## config.mk

```make
export PLATFORM = sky130hd
export DESIGN_NAME = cpu_logic_and_bit_alu
export DESIGN_NICKNAME = d
export VERILOG_FILES = /design/src/rtl/clba_pkg.sv /design/src/rtl/clba_regfile.sv /design/src/rtl/clba_exec.sv /design/src/rtl/cpu_logic_and_bit_alu.sv
export SDC_FILE = /design/constraint.sdc
export NUM_CORES = 1
export LEC_CHECK = 0
export ABC_AREA = 1
export BUFFER_PORTS_ARGS = -buffer_cell sky130_fd_sc_hd__buf_2
export CAP_MARGIN = 20
export CORE_ASPECT_RATIO = 0.9
export CORE_MARGIN = 2
export CORE_UTILIZATION = 34
export DETAILED_ROUTE_END_ITERATION = 12
export GPL_TIMING_DRIVEN = 0
export PLACE_DENSITY = 0.49
export SYNTH_ARGS = -nofsm -noshare
export SYNTH_HDL_FRONTEND = slang
export SYNTH_SLANG_ARGS = --single-unit
```

## constraint.sdc

```tcl
create_clock -name clk_i -period 3 [get_ports clk_i]
set_input_delay 0.3 -clock clk_i [delete_from_list [all_inputs] [get_ports clk_i]]
set_output_delay 0.3 -clock clk_i [all_outputs]
set_load 0.03 [all_outputs]
```

## src/rtl/clba_pkg.sv

```systemverilog
// Package: command codes, flag and write-back types for the logic and bit ALU.
package clba_pkg;

  localparam int unsigned DataW = 8;
  localparam int unsigned RegCount = 8;
  localparam int unsigned RegIdxW = $clog2(RegCount);
  localparam int unsigned CmdW = 4;
  localparam logic [RegIdxW-1:0] AccIdx = RegIdxW'(7);

  typedef enum logic [CmdW-1:0] {
    CMD_AND     = 4'd0,
    CMD_OR      = 4'd1,
    CMD_XOR     = 4'd2,
    CMD_CMP     = 4'd3,
    CMD_SWAP    = 4'd4,
    CMD_BIT     = 4'd5,
    CMD_SET     = 4'd6,
    CMD_RES     = 4'd7,
    CMD_LOAD    = 4'd8
  } cmd_e;

  typedef struct packed {
    logic z;
    logic n;
    logic h;
    logic c;
  } flags_t;

  typedef struct packed {
    logic               en;
    logic [RegIdxW-1:0] idx;
    logic [DataW-1:0]   data;
  } wr_t;

endpackage

```

## src/rtl/clba_regfile.sv

```systemverilog
// Eight byte registers with one write port, a selected read port and the accumulator tap.
module clba_regfile import clba_pkg::*; (
  input  logic               clk_i,
  input  logic               rst_ni,
  input  wr_t                wr_i,
  input  logic [RegIdxW-1:0] rd_idx_i,
  output logic [DataW-1:0]   rd_data_o,
  output logic [DataW-1:0]   acc_o
);

  logic [DataW-1:0] regs_q [RegCount];

  always_ff @(posedge clk_i or negedge rst_ni) begin
    if (!rst_ni) begin
      for (int i = 0; i < RegCount; i++) begin
        regs_q[i] <= '0;
      end
    end else if (wr_i.en) begin
      regs_q[wr_i.idx] <= wr_i.data;
    end
  end

  assign rd_data_o = regs_q[rd_idx_i];
  assign acc_o     = regs_q[AccIdx];

endmodule

```

## src/rtl/clba_exec.sv

```systemverilog
// Execute logic: result byte, new flags and register write-back for one command.
module clba_exec import clba_pkg::*; (
  input  logic [CmdW-1:0]    cmd_i,
  input  logic [DataW-1:0]   operand_i,
  input  logic [RegIdxW-1:0] reg_sel_i,
  input  logic [2:0]         bit_index_i,
  input  logic [DataW-1:0]   acc_i,
  input  logic [DataW-1:0]   val_i,
  input  flags_t             flags_i,
  output logic [DataW-1:0]   result_o,
  output flags_t             flags_o,
  output wr_t                wr_o
);

  logic [DataW-1:0] mask;
  logic [DataW-1:0] tmp;

  assign mask = DataW'(1) << bit_index_i;

  always_comb begin
    tmp      = '0;
    result_o = acc_i;
    flags_o  = flags_i;
    wr_o     = '{en: 1'b0, idx: AccIdx, data: acc_i};
    case (cmd_i)
      CMD_AND: begin
        tmp      = acc_i & operand_i;
        result_o = tmp;
        flags_o  = '{z: (tmp == '0), n: 1'b0, h: 1'b1, c: 1'b0};
        wr_o     = '{en: 1'b1, idx: AccIdx, data: tmp};
      end
      CMD_OR: begin
        tmp      = acc_i | operand_i;
        result_o = tmp;
        flags_o  = '{z: (tmp == '0), n: 1'b0, h: 1'b0, c: 1'b0};
        wr_o     = '{en: 1'b1, idx: AccIdx, data: tmp};
      end
      CMD_XOR: begin
        tmp      = acc_i ^ operand_i;
        result_o = tmp;
        flags_o  = '{z: (tmp == '0), n: 1'b0, h: 1'b0, c: 1'b0};
        wr_o     = '{en: 1'b1, idx: AccIdx, data: tmp};
      end
      CMD_CMP: begin
        // borrow out of the full byte and out of the low nibble
        flags_o = '{z: (acc_i == operand_i), n: 1'b1,
                    h: (acc_i[3:0] < operand_i[3:0]), c: (acc_i < operand_i)};
      end
      CMD_SWAP: begin
        tmp      = {val_i[3:0], val_i[7:4]};
        result_o = tmp;
        flags_o  = '{z: (tmp == '0), n: 1'b0, h: 1'b0, c: 1'b0};
        wr_o     = '{en: 1'b1, idx: reg_sel_i, data: tmp};
      end
      CMD_BIT: begin
        result_o = val_i;
        flags_o  = '{z: ((val_i & mask) == '0), n: 1'b0, h: 1'b1, c: flags_i.c};
      end
      CMD_SET: begin
        tmp      = val_i | mask;
        result_o = tmp;
        wr_o     = '{en: 1'b1, idx: reg_sel_i, data: tmp};
      end
      CMD_RES: begin
        tmp      = val_i & ~mask;
        result_o = tmp;
        wr_o     = '{en: 1'b1, idx: reg_sel_i, data: tmp};
      end
      CMD_LOAD: begin
        result_o = operand_i;
        wr_o     = '{en: 1'b1, idx: reg_sel_i, data: operand_i};
      end
      default: begin
        result_o = acc_i;
      end
    endcase
  end

endmodule

```

## src/rtl/cpu_logic_and_bit_alu.sv

```systemverilog
// Top level: logic and bit ALU of an 8-bit CPU with register file and flags.
//
// Usage: commands arrive on the slave stream (s_axis_*); each item yields
// exactly one result item on the master stream (m_axis_*) carrying the
// affected register and the Z, N, H and C flags after the command.
// An accepted item lands in an input register; on the next edge at which the
// result register is free (empty or being taken) it executes against the
// register file and flags, which update on that same edge, and the result
// register loads. The result is valid once the result register has loaded,
// and the receiver takes it from there.
// Throughput is one item per cycle unless the receiver stalls: the input
// register takes a new item while the previous one executes, and back-to-back items
// see each other's updates. When the receiver stalls, the result holds, the item
// in the input register waits, and s_axis_tready drops once both are full.
// Reset clears all eight registers, the flags and both valid bits.
module cpu_logic_and_bit_alu import clba_pkg::*; (
  input  logic        clk_i,
  input  logic        rst_ni,
  input  logic        s_axis_tvalid,
  output logic        s_axis_tready,
  input  logic [15:0] s_axis_tdata,  // operand[7:0], reg_sel[10:8], bit_index[13:11], zero pad
  input  logic [3:0]  s_axis_tuser,  // cmd[3:0]
  output logic        m_axis_tvalid,
  input  logic        m_axis_tready,
  output logic [15:0] m_axis_tdata   // result[7:0], flag_zero[8], flag_subtract[9],
                                     // flag_half[10], flag_carry[11], zero pad
);

  // input register
  logic               in_vld_q;
  logic [CmdW-1:0]    cmd_q;
  logic [DataW-1:0]   operand_q;
  logic [RegIdxW-1:0] reg_sel_q;
  logic [2:0]         bit_index_q;

  // result register
  logic               out_vld_q;
  logic [DataW-1:0]   result_q;
  flags_t             out_flags_q;

  // architectural flags
  flags_t             flags_q;

  logic               out_free;
  logic               exec_fire;
  logic               in_fire;
  logic [DataW-1:0]   acc;
  logic [DataW-1:0]   val;
  logic [DataW-1:0]   result_d;
  flags_t             flags_d;
  wr_t                wr_raw;
  wr_t                wr;

  assign out_free      = !out_vld_q || m_axis_tready;
  assign exec_fire     = in_vld_q && out_free;
  assign s_axis_tready = !in_vld_q || exec_fire;
  assign in_fire       = s_axis_tvalid && s_axis_tready;

  always_ff @(posedge clk_i or negedge rst_ni) begin
    if (!rst_ni) begin
      in_vld_q <= 1'b0;
    end else if (in_fire) begin
      in_vld_q <= 1'b1;
    end else if (exec_fire) begin
      in_vld_q <= 1'b0;
    end
  end

  // capture the incoming item
  always_ff @(posedge clk_i) begin
    if (in_fire) begin
      cmd_q       <= s_axis_tuser;
      operand_q   <= s_axis_tdata[7:0];
      reg_sel_q   <= s_axis_tdata[10:8];
      bit_index_q <= s_axis_tdata[13:11];
    end
  end

  clba_regfile u_regfile (
    .clk_i     (clk_i),
    .rst_ni    (rst_ni),
    .wr_i      (wr),
    .rd_idx_i  (reg_sel_q),
    .rd_data_o (val),
    .acc_o     (acc)
  );

  clba_exec u_exec (
    .cmd_i       (cmd_q),
    .operand_i   (operand_q),
    .reg_sel_i   (reg_sel_q),
    .bit_index_i (bit_index_q),
    .acc_i       (acc),
    .val_i       (val),
    .flags_i     (flags_q),
    .result_o    (result_d),
    .flags_o     (flags_d),
    .wr_o        (wr_raw)
  );

  // commit state only when the item actually executes
  always_comb begin
    wr    = wr_raw;
    wr.en = wr_raw.en && exec_fire;
  end

  always_ff @(posedge clk_i or negedge rst_ni) begin
    if (!rst_ni) begin
      flags_q   <= '0;
      out_vld_q <= 1'b0;
    end else begin
      if (exec_fire) begin
        flags_q <= flags_d;
      end
      if (exec_fire) begin
        out_vld_q <= 1'b1;
      end else if (m_axis_tready) begin
        out_vld_q <= 1'b0;
      end
    end
  end

  // hold the result while the receiver stalls
  always_ff @(posedge clk_i) begin
    if (exec_fire) begin
      result_q    <= result_d;
      out_flags_q <= flags_d;
    end
  end

  assign m_axis_tvalid = out_vld_q;
  assign m_axis_tdata  = {4'b0000, out_flags_q.c, out_flags_q.h, out_flags_q.n,
                          out_flags_q.z, result_q};

endmodule

```

* Word level (Yosys, flattened, before mapping)
Index checks and enable logic that the tools add are counted.
** Operators by class
- Bitwise logic cells :: 9
- Reductions and logical operators :: 16
- Eq/ne operators :: 9
- $lt $le $gt $ge :: 5
- Mux-type cells :: 13
- Shift-type cells :: 1
** Operator list (number)
- 12-bit one-hot mux with 7 select lines :: 1
- 64-bit bitwise mux :: 1
- 8-bit one-hot mux with 8 select lines :: 1
- 8-bit zero test :: 5
- 8-bit bitwise AND :: 3
- 8-bit binary-select mux with 3-bit select :: 1
- 8-bit demux with 3-bit select :: 1
- 8-bit 2-to-1 mux :: 3
- 4-bit one-hot mux with 6 select lines :: 1
- 4-bit by 3-bit equality test with 1-bit output (second input constant) :: 4
- 8-bit bitwise OR :: 2
- 4-bit by 2-bit equality test with 1-bit output (second input constant) :: 2
- 8-bit equality test :: 1
- 4-bit >= comparator (second input constant) :: 2
- 8-bit < comparator :: 1
- 3-bit inverter with 4-bit output :: 2
- 8-bit inverter :: 1
- 1-bit by 3-bit left shift with 8-bit output (first input constant) :: 1
- 8-bit XOR :: 1
- 4-bit by 1-bit equality test with 1-bit output (second input constant) :: 1
- 4-bit equality test (second input constant) :: 1
- 1-bit logical AND :: 4
- 4-bit zero test :: 1
- 4-bit by 1-bit < comparator with 1-bit output (second input constant) :: 1
- 5 further kinds :: 11
** Word-level totals
- Flip-flop bits (word level) :: 100
- Input port bits :: 24
- Output and inout port bits :: 18

* Depth between registers and ports, before layout
- Depth in word-level cells :: 12
- Depth in mapped cells :: 14
- Mapped depth without buffers :: 13

* Modules after synthesis
A second synthesis with hierarchy kept.
** Second synthesis, totals
- Cells, all modules :: 845
- Area, all modules :: 6180.9 um^2
** By module, submodules not included
- clba_regfile :: instances 1, area each 3249.4 um^2, cells each 447
- clba_exec :: instances 1, area each 1729.2 um^2, cells each 334
- cpu_logic_and_bit_alu :: instances 1, area each 1202.4 um^2, cells each 64

* Worst setup path after synthesis
OpenSTA, ideal clock, no wires.
- Path type :: register -> register
- From :: reg reg_sel_q[0]
- To :: reg result_q[3] (data pin)
- Data arrival time :: 1.466 ns
- Data required time :: 2.720 ns
- Slack :: 1.254 ns
- Buffers on the path :: 2
- Cell stages (with the launch flop) :: 11
- Period minus slack after synthesis :: 1.746 ns
- Cell sequence :: edfxtp_1 buf_2 inv_2 buf_4 nand2_1 nand3_1 nand3_1 nand2_1 nor2_1 nor3_1 o221ai_1
** Between the ends
- Cells in the longest elaborated chain, start to end :: 6
- Elaborated cells on any way between the ends :: 7
- Classes of those cells :: mux: 4; bitwise: 3
** RTL lines
- from (decl) :: RTL line cpu_logic_and_bit_alu.sv:33 : logic [RegIdxW-1:0] reg_sel_q;
- from (signal assigned) :: RTL line cpu_logic_and_bit_alu.sv:74 : reg_sel_q <= s_axis_tdata[10:8];
- 3-bit inverter with 4-bit output (implied by the code) (*) :: RTL line clba_regfile.sv:23 : assign rd_data_o = regs_q[rd_idx_i];
- 8-bit binary-select mux with 3-bit select (*) :: RTL line clba_regfile.sv:23
- 8-bit 2-to-1 mux (implied by the code) (*) (2 in series) :: RTL line clba_regfile.sv:23
- 8-bit bitwise AND or 8-bit bitwise OR (tied branches) :: RTL line clba_exec.sv:65, clba_exec.sv:60
- 8-bit one-hot mux with 8 select lines (*) :: RTL line clba_exec.sv:25 : case (cmd_i)
- named net result_d[3] :: RTL line cpu_logic_and_bit_alu.sv:49 : logic [DataW-1:0] result_d;
- to (signal assigned) :: RTL line cpu_logic_and_bit_alu.sv:126 : result_q <= result_d;
- to (decl) :: RTL line cpu_logic_and_bit_alu.sv:38 : logic [DataW-1:0] result_q;
Mark *: on every way through the listed nets, which the timed path passes. The rest lies on a longest branch. The select of a mux whose other input is x is not followed.
A chain may end at the register's enable or synchronous reset.

* Worst setup path in the final report
- From :: reg reg_sel_q[1]
- To :: reg u_regfile.regs_q[45] (netlist bit)
** Between the ends
- Cells in the longest elaborated chain, start to end :: 7
- Elaborated cells on any way between the ends :: 14
- Classes of those cells :: order compare: 2; mux: 7; bitwise: 4; reduce/logical: 1
** RTL lines
- 12-bit one-hot mux with 7 select lines (*) :: RTL line clba_exec.sv:25
- 3-bit inverter with 4-bit output (implied by the code) or 8-bit binary-select mux with 3-bit select (tied branches) :: RTL line clba_regfile.sv:19, clba_regfile.sv:23
- 4-bit >= comparator (implied by the code), or another cell as far along :: RTL line clba_regfile.sv:19 : regs_q[wr_i.idx] <= wr_i.data;
- 1-bit logical AND (implied by the code) or 8-bit 2-to-1 mux (tied branches) :: RTL line clba_regfile.sv:19, clba_regfile.sv:23
- 8-bit 2-to-1 mux (implied by the code), or another cell as far along :: RTL line clba_regfile.sv:19
- 8-bit demux with 3-bit select or 12-bit one-hot mux with 7 select lines (tied branches) :: RTL line clba_regfile.sv:19, clba_exec.sv:25
- 64-bit bitwise mux (*) :: RTL line clba_regfile.sv:19
- to (signal, indexed assignment) :: RTL line clba_regfile.sv:19
- to (decl) :: RTL line clba_regfile.sv:11 : logic [DataW-1:0] regs_q [RegCount];
Every way passes the cells marked *; elsewhere a longest branch is shown, timed or not. The select of a mux whose other input is x is not followed.

==> summary.md <==
| Metric | Value |
|---|---|
| CP top delay family | compound AO/OA/AOI/OAI gates |
| Crit-path slowest cell | o2111ai_2 |
| Post-synthesis sequential area ratio | 0.452 |
| Area growth, synth to finish | 13.5% |
| Die Span Y | about 130 microns |
| Slew Viols, Final | 0 |
| Pwr Density | between 700 and 800 nW/um^2 |
| Most frequent cells after synthesis | nand2_1 (257), inv_1 (113), dfrtp_1 (70) |
| Relative slew slack | 0.458 |
| Main synth FF type | dfrtp_1 |
| Number of synthesized flops with an enable pin | 30 |
| WP data required | about 3.3 ns |
| Top cells by area, synth | dfrtp_1 (30%), nand2_1 (16%), edfxtp_1 (15%) |
| Distinct cells, synth | 43 |
| Worst min path class | primary input to register |
| Post-route antenna net violation count | 0 |
| Clock Tree Buf Depth | 2 |
| Final Hold Violating Endpoints | 0 |
| # Post-CTS Setup Buffers | 0 |
| Worst VDD drop | between 0.0003 and 0.0004 V |
| Filler instances | 1774 |
| First-pass DRT Iterations | 5 |
| Post-synthesis average cell area | 7.80 sq um |
| Register area | approximately 2700 sq um |
| Yosys top cell by area | dfrtp_1 |
| Total grt overflow | 0 |
| Synth Warn # | 0 |
| RSZ-0062 raised after global routing | no |
| CTS root buffer | clkbuf_16 |
| Die Footprint | around 18000 sq um |
| Non-Filler Instances | roughly 1000 |
| Maximum clock frequency | 0.394 GHz |
| WL final | between 15 and 20 mm |
| Pin count of the biggest net entering global routing | 65 |
| Num ports | between 40 and 50 |
| Outcome | complete, no violations |
| Vias per inst | approximately 5 |
| Final Cycle Share | 0.847 |
| Worst Tran Pin Value | a little over 0.8 ns |
| Final Skew | around 0.008 ns |
| Pleak | around 3.2 nW |
| Critical path peak fanout | 10 |
| Share of cells above drive strength 1 | 0.127 |
| Max-Cap Viols | 0 |
| Global Route met2 Usage | 0.299 |
| PortBufs | 35 |
| Async SR Flop Fraction | 0.700 |
| Share of the synthesized area in the top cell type | 0.298 |
| Clk pin slew, worst setup/hold paths | around 0.07 ns |
| Area of the multi-input gates | ~2600 sq um |
| Global placement routability congestion | 0.878 |
| Num rows | between 40 and 50 |
| Setup_tns | 0 ns |
| Max incr delay on CP | roughly 0.72 ns |
| Initial drt markers | ~390 |
| Die X | between 100 and 150 microns |
| Worst path bufs/invs | 2 |
| Clock latency on the worst-skew pair | approximately 0.36 ns |
| Placed insts | approximately 1000 |
| Worst setup EP type | register |
| CTS tree | done |
| Layout net count | ~850 |
| Met1 usage in global routing | 0.320 |
| GR Layer Usage met3 | 0.0380 |
| Vias in the first global route | between 4000 and 5000 |
| Most frequent cell after synthesis | nand2_1 |
| Vias post-DR | roughly 5000 |
| Flops & latches, synth | 100 |
| Core ar. | 16900 sq um |
| First-pass GRT wire length | 28.2 mm |
| Post-Synthesis Cell Area | approximately 5900 sq um |
| Cts bufs inserted | 9 |
| DP HPWL | ~14 mm |
| Total GRT Usage | 0.208 |
| CP startpoint kind | register |
| Initial antenna violation count | 0 |
| Critical setup path kind | register to register |
| Cell Chain, Critical Path | inv_1, buf_1, nand3_1, nand3_1, nand2_1, o2111ai_2, nand2_1, o21ai_0 |
| WL per Instance | around 18 microns |
| Synthesized instance count | around 750 |
| # H-tree levels | 3 |
| N_diodes | 0 |
| Final setup vio count | 0 |
| Sink Count | 100 |
| Initial core utilization | 0.348 |
| Worst Path Arrival | 2.81 ns |
| Fin crit period | between 2 and 3 ns |
| Residual DRC | 0 |
| GR peak layer | met1 |
report_power, final:
part           switching (mW)  total (mW)  internal (mW)
clock network           0.563        1.21          0.645
registers               0.186        1.94           1.76
logic                    1.13        1.59          0.463
total                    1.88        4.74           2.87
final cells by class:
type,instances,share of cell area
timing repair buffer,37,0.0323
clock buffer,11,0.0396
sequential,100,0.398
multi-input combinational,513,0.393
tap,211,0.0396
inverter,119,0.0674
buffer,24,0.0244
clock inverter,5,0.00582
metal layers:
layer	share of wire	up-vias	wire length, microns
li1	-	2504	-
met1	0.51	2443	9240
met2	0.42	139	7510
met3	0.055	17	997
met4	0.015	0	268
met5	0	-	0
timing repair:
item	4_1_cts	5_1_grt
endpoints found under the hold margin	6	0
gates resized for setup	0	0
hold buffers	1	0
worst register-to-register path, stage by stage (launching register included):
cell and delay [ns]:
edfxtp_1 0.41, inv_1 0.21, buf_1 0.46, nand3_1 0.16, nand3_1 0.12, nand2_1 0.16
o2111ai_2 0.72, nand2_1 0.10, o21ai_0 0.12
cells by family after synthesis:
| group | count (synthesis) | share of synthesized area |
|---|---|---|
| compound gates | 91 | 0.104 |
| fa+ha+maj | 24 | 0.0511 |
| buf+inv | 143 | 0.104 |
| flops | 100 | 0.452 |
| other cells | 1 | 0.000638 |
| simple gates | 394 | 0.288 |
stage by stage:
stage               power (mW)  cell area [sq um]  setup WS, ns  hold slack [ns]  utilization
floorplan                 2.94               5890          1.25          0.00441            -
global placement          3.52               6320         0.525            0.454        0.374
detailed placement        3.54               6350         0.488            0.148        0.376
CTS                       4.77               6670         0.477           0.0965        0.395
global route              5.05               6670         0.233            0.102        0.395
finish                    4.74               6670         0.460            0.114        0.395
cells in the final DEF, fill, tap and decap left out, types with 2 or more instances in the layout:
cell type,n
nand2_1,257
inv_1,113
dfrtp_1,70
nand3_1,61
nor2_1,42
buf_2,41
o21ai_0,40
edfxtp_1,30
ha_1,24
buf_4,10
clkbuf_16,10
a21oi_1,8
o221ai_1,8
o2111ai_1,7
nor3_1,7
nor2_4,6
inv_2,5
nor4_1,4
nor2_2,4
a22oi_1,4
nand3b_1,4
o21ai_2,4
buf_6,4
o2111ai_2,4
o21ai_1,4
conb_1,4
nor3_2,3
o21a_1,3
clkbuf_1,2
o211ai_1,2
buf_1,2
inv_4,2
a22o_1,2
sequential cells by signal (all words and copies together), names as in the netlist, 4 cells and up:
signal	count
operand_q	8
flags_q	4
m_axis_tdata	4
u_regfile.acc_o	8
cmd_q	4
u_regfile.regs_q	56
result_q	8
final timing paths:
| kind | startpoint | endpoint | slack, ns | cells past startpoint |
|---|---|---|---|---|
| setup / recovery | reg_sel_q[1] | u_regfile.regs_q[45] | 0.46 | 8 |
| hold / removal | s_axis_tdata[8] | reg_sel_q[0] | 0.11 | 1 |
| setup reg to reg | reg_sel_q[1] | u_regfile.regs_q[45] | 0.46 | 8 |
| hold reg to reg | u_regfile.regs_q[14] | u_regfile.regs_q[14] | 0.48 | 2 |
| max in group asynchronous | rst_ni | u_regfile.regs_q[17] | 2.12 | 3 |
| min in group asynchronous | rst_ni | in_vld_q | 0.32 | 2 |
Note: power is estimated with default switching activity, not from simulation.
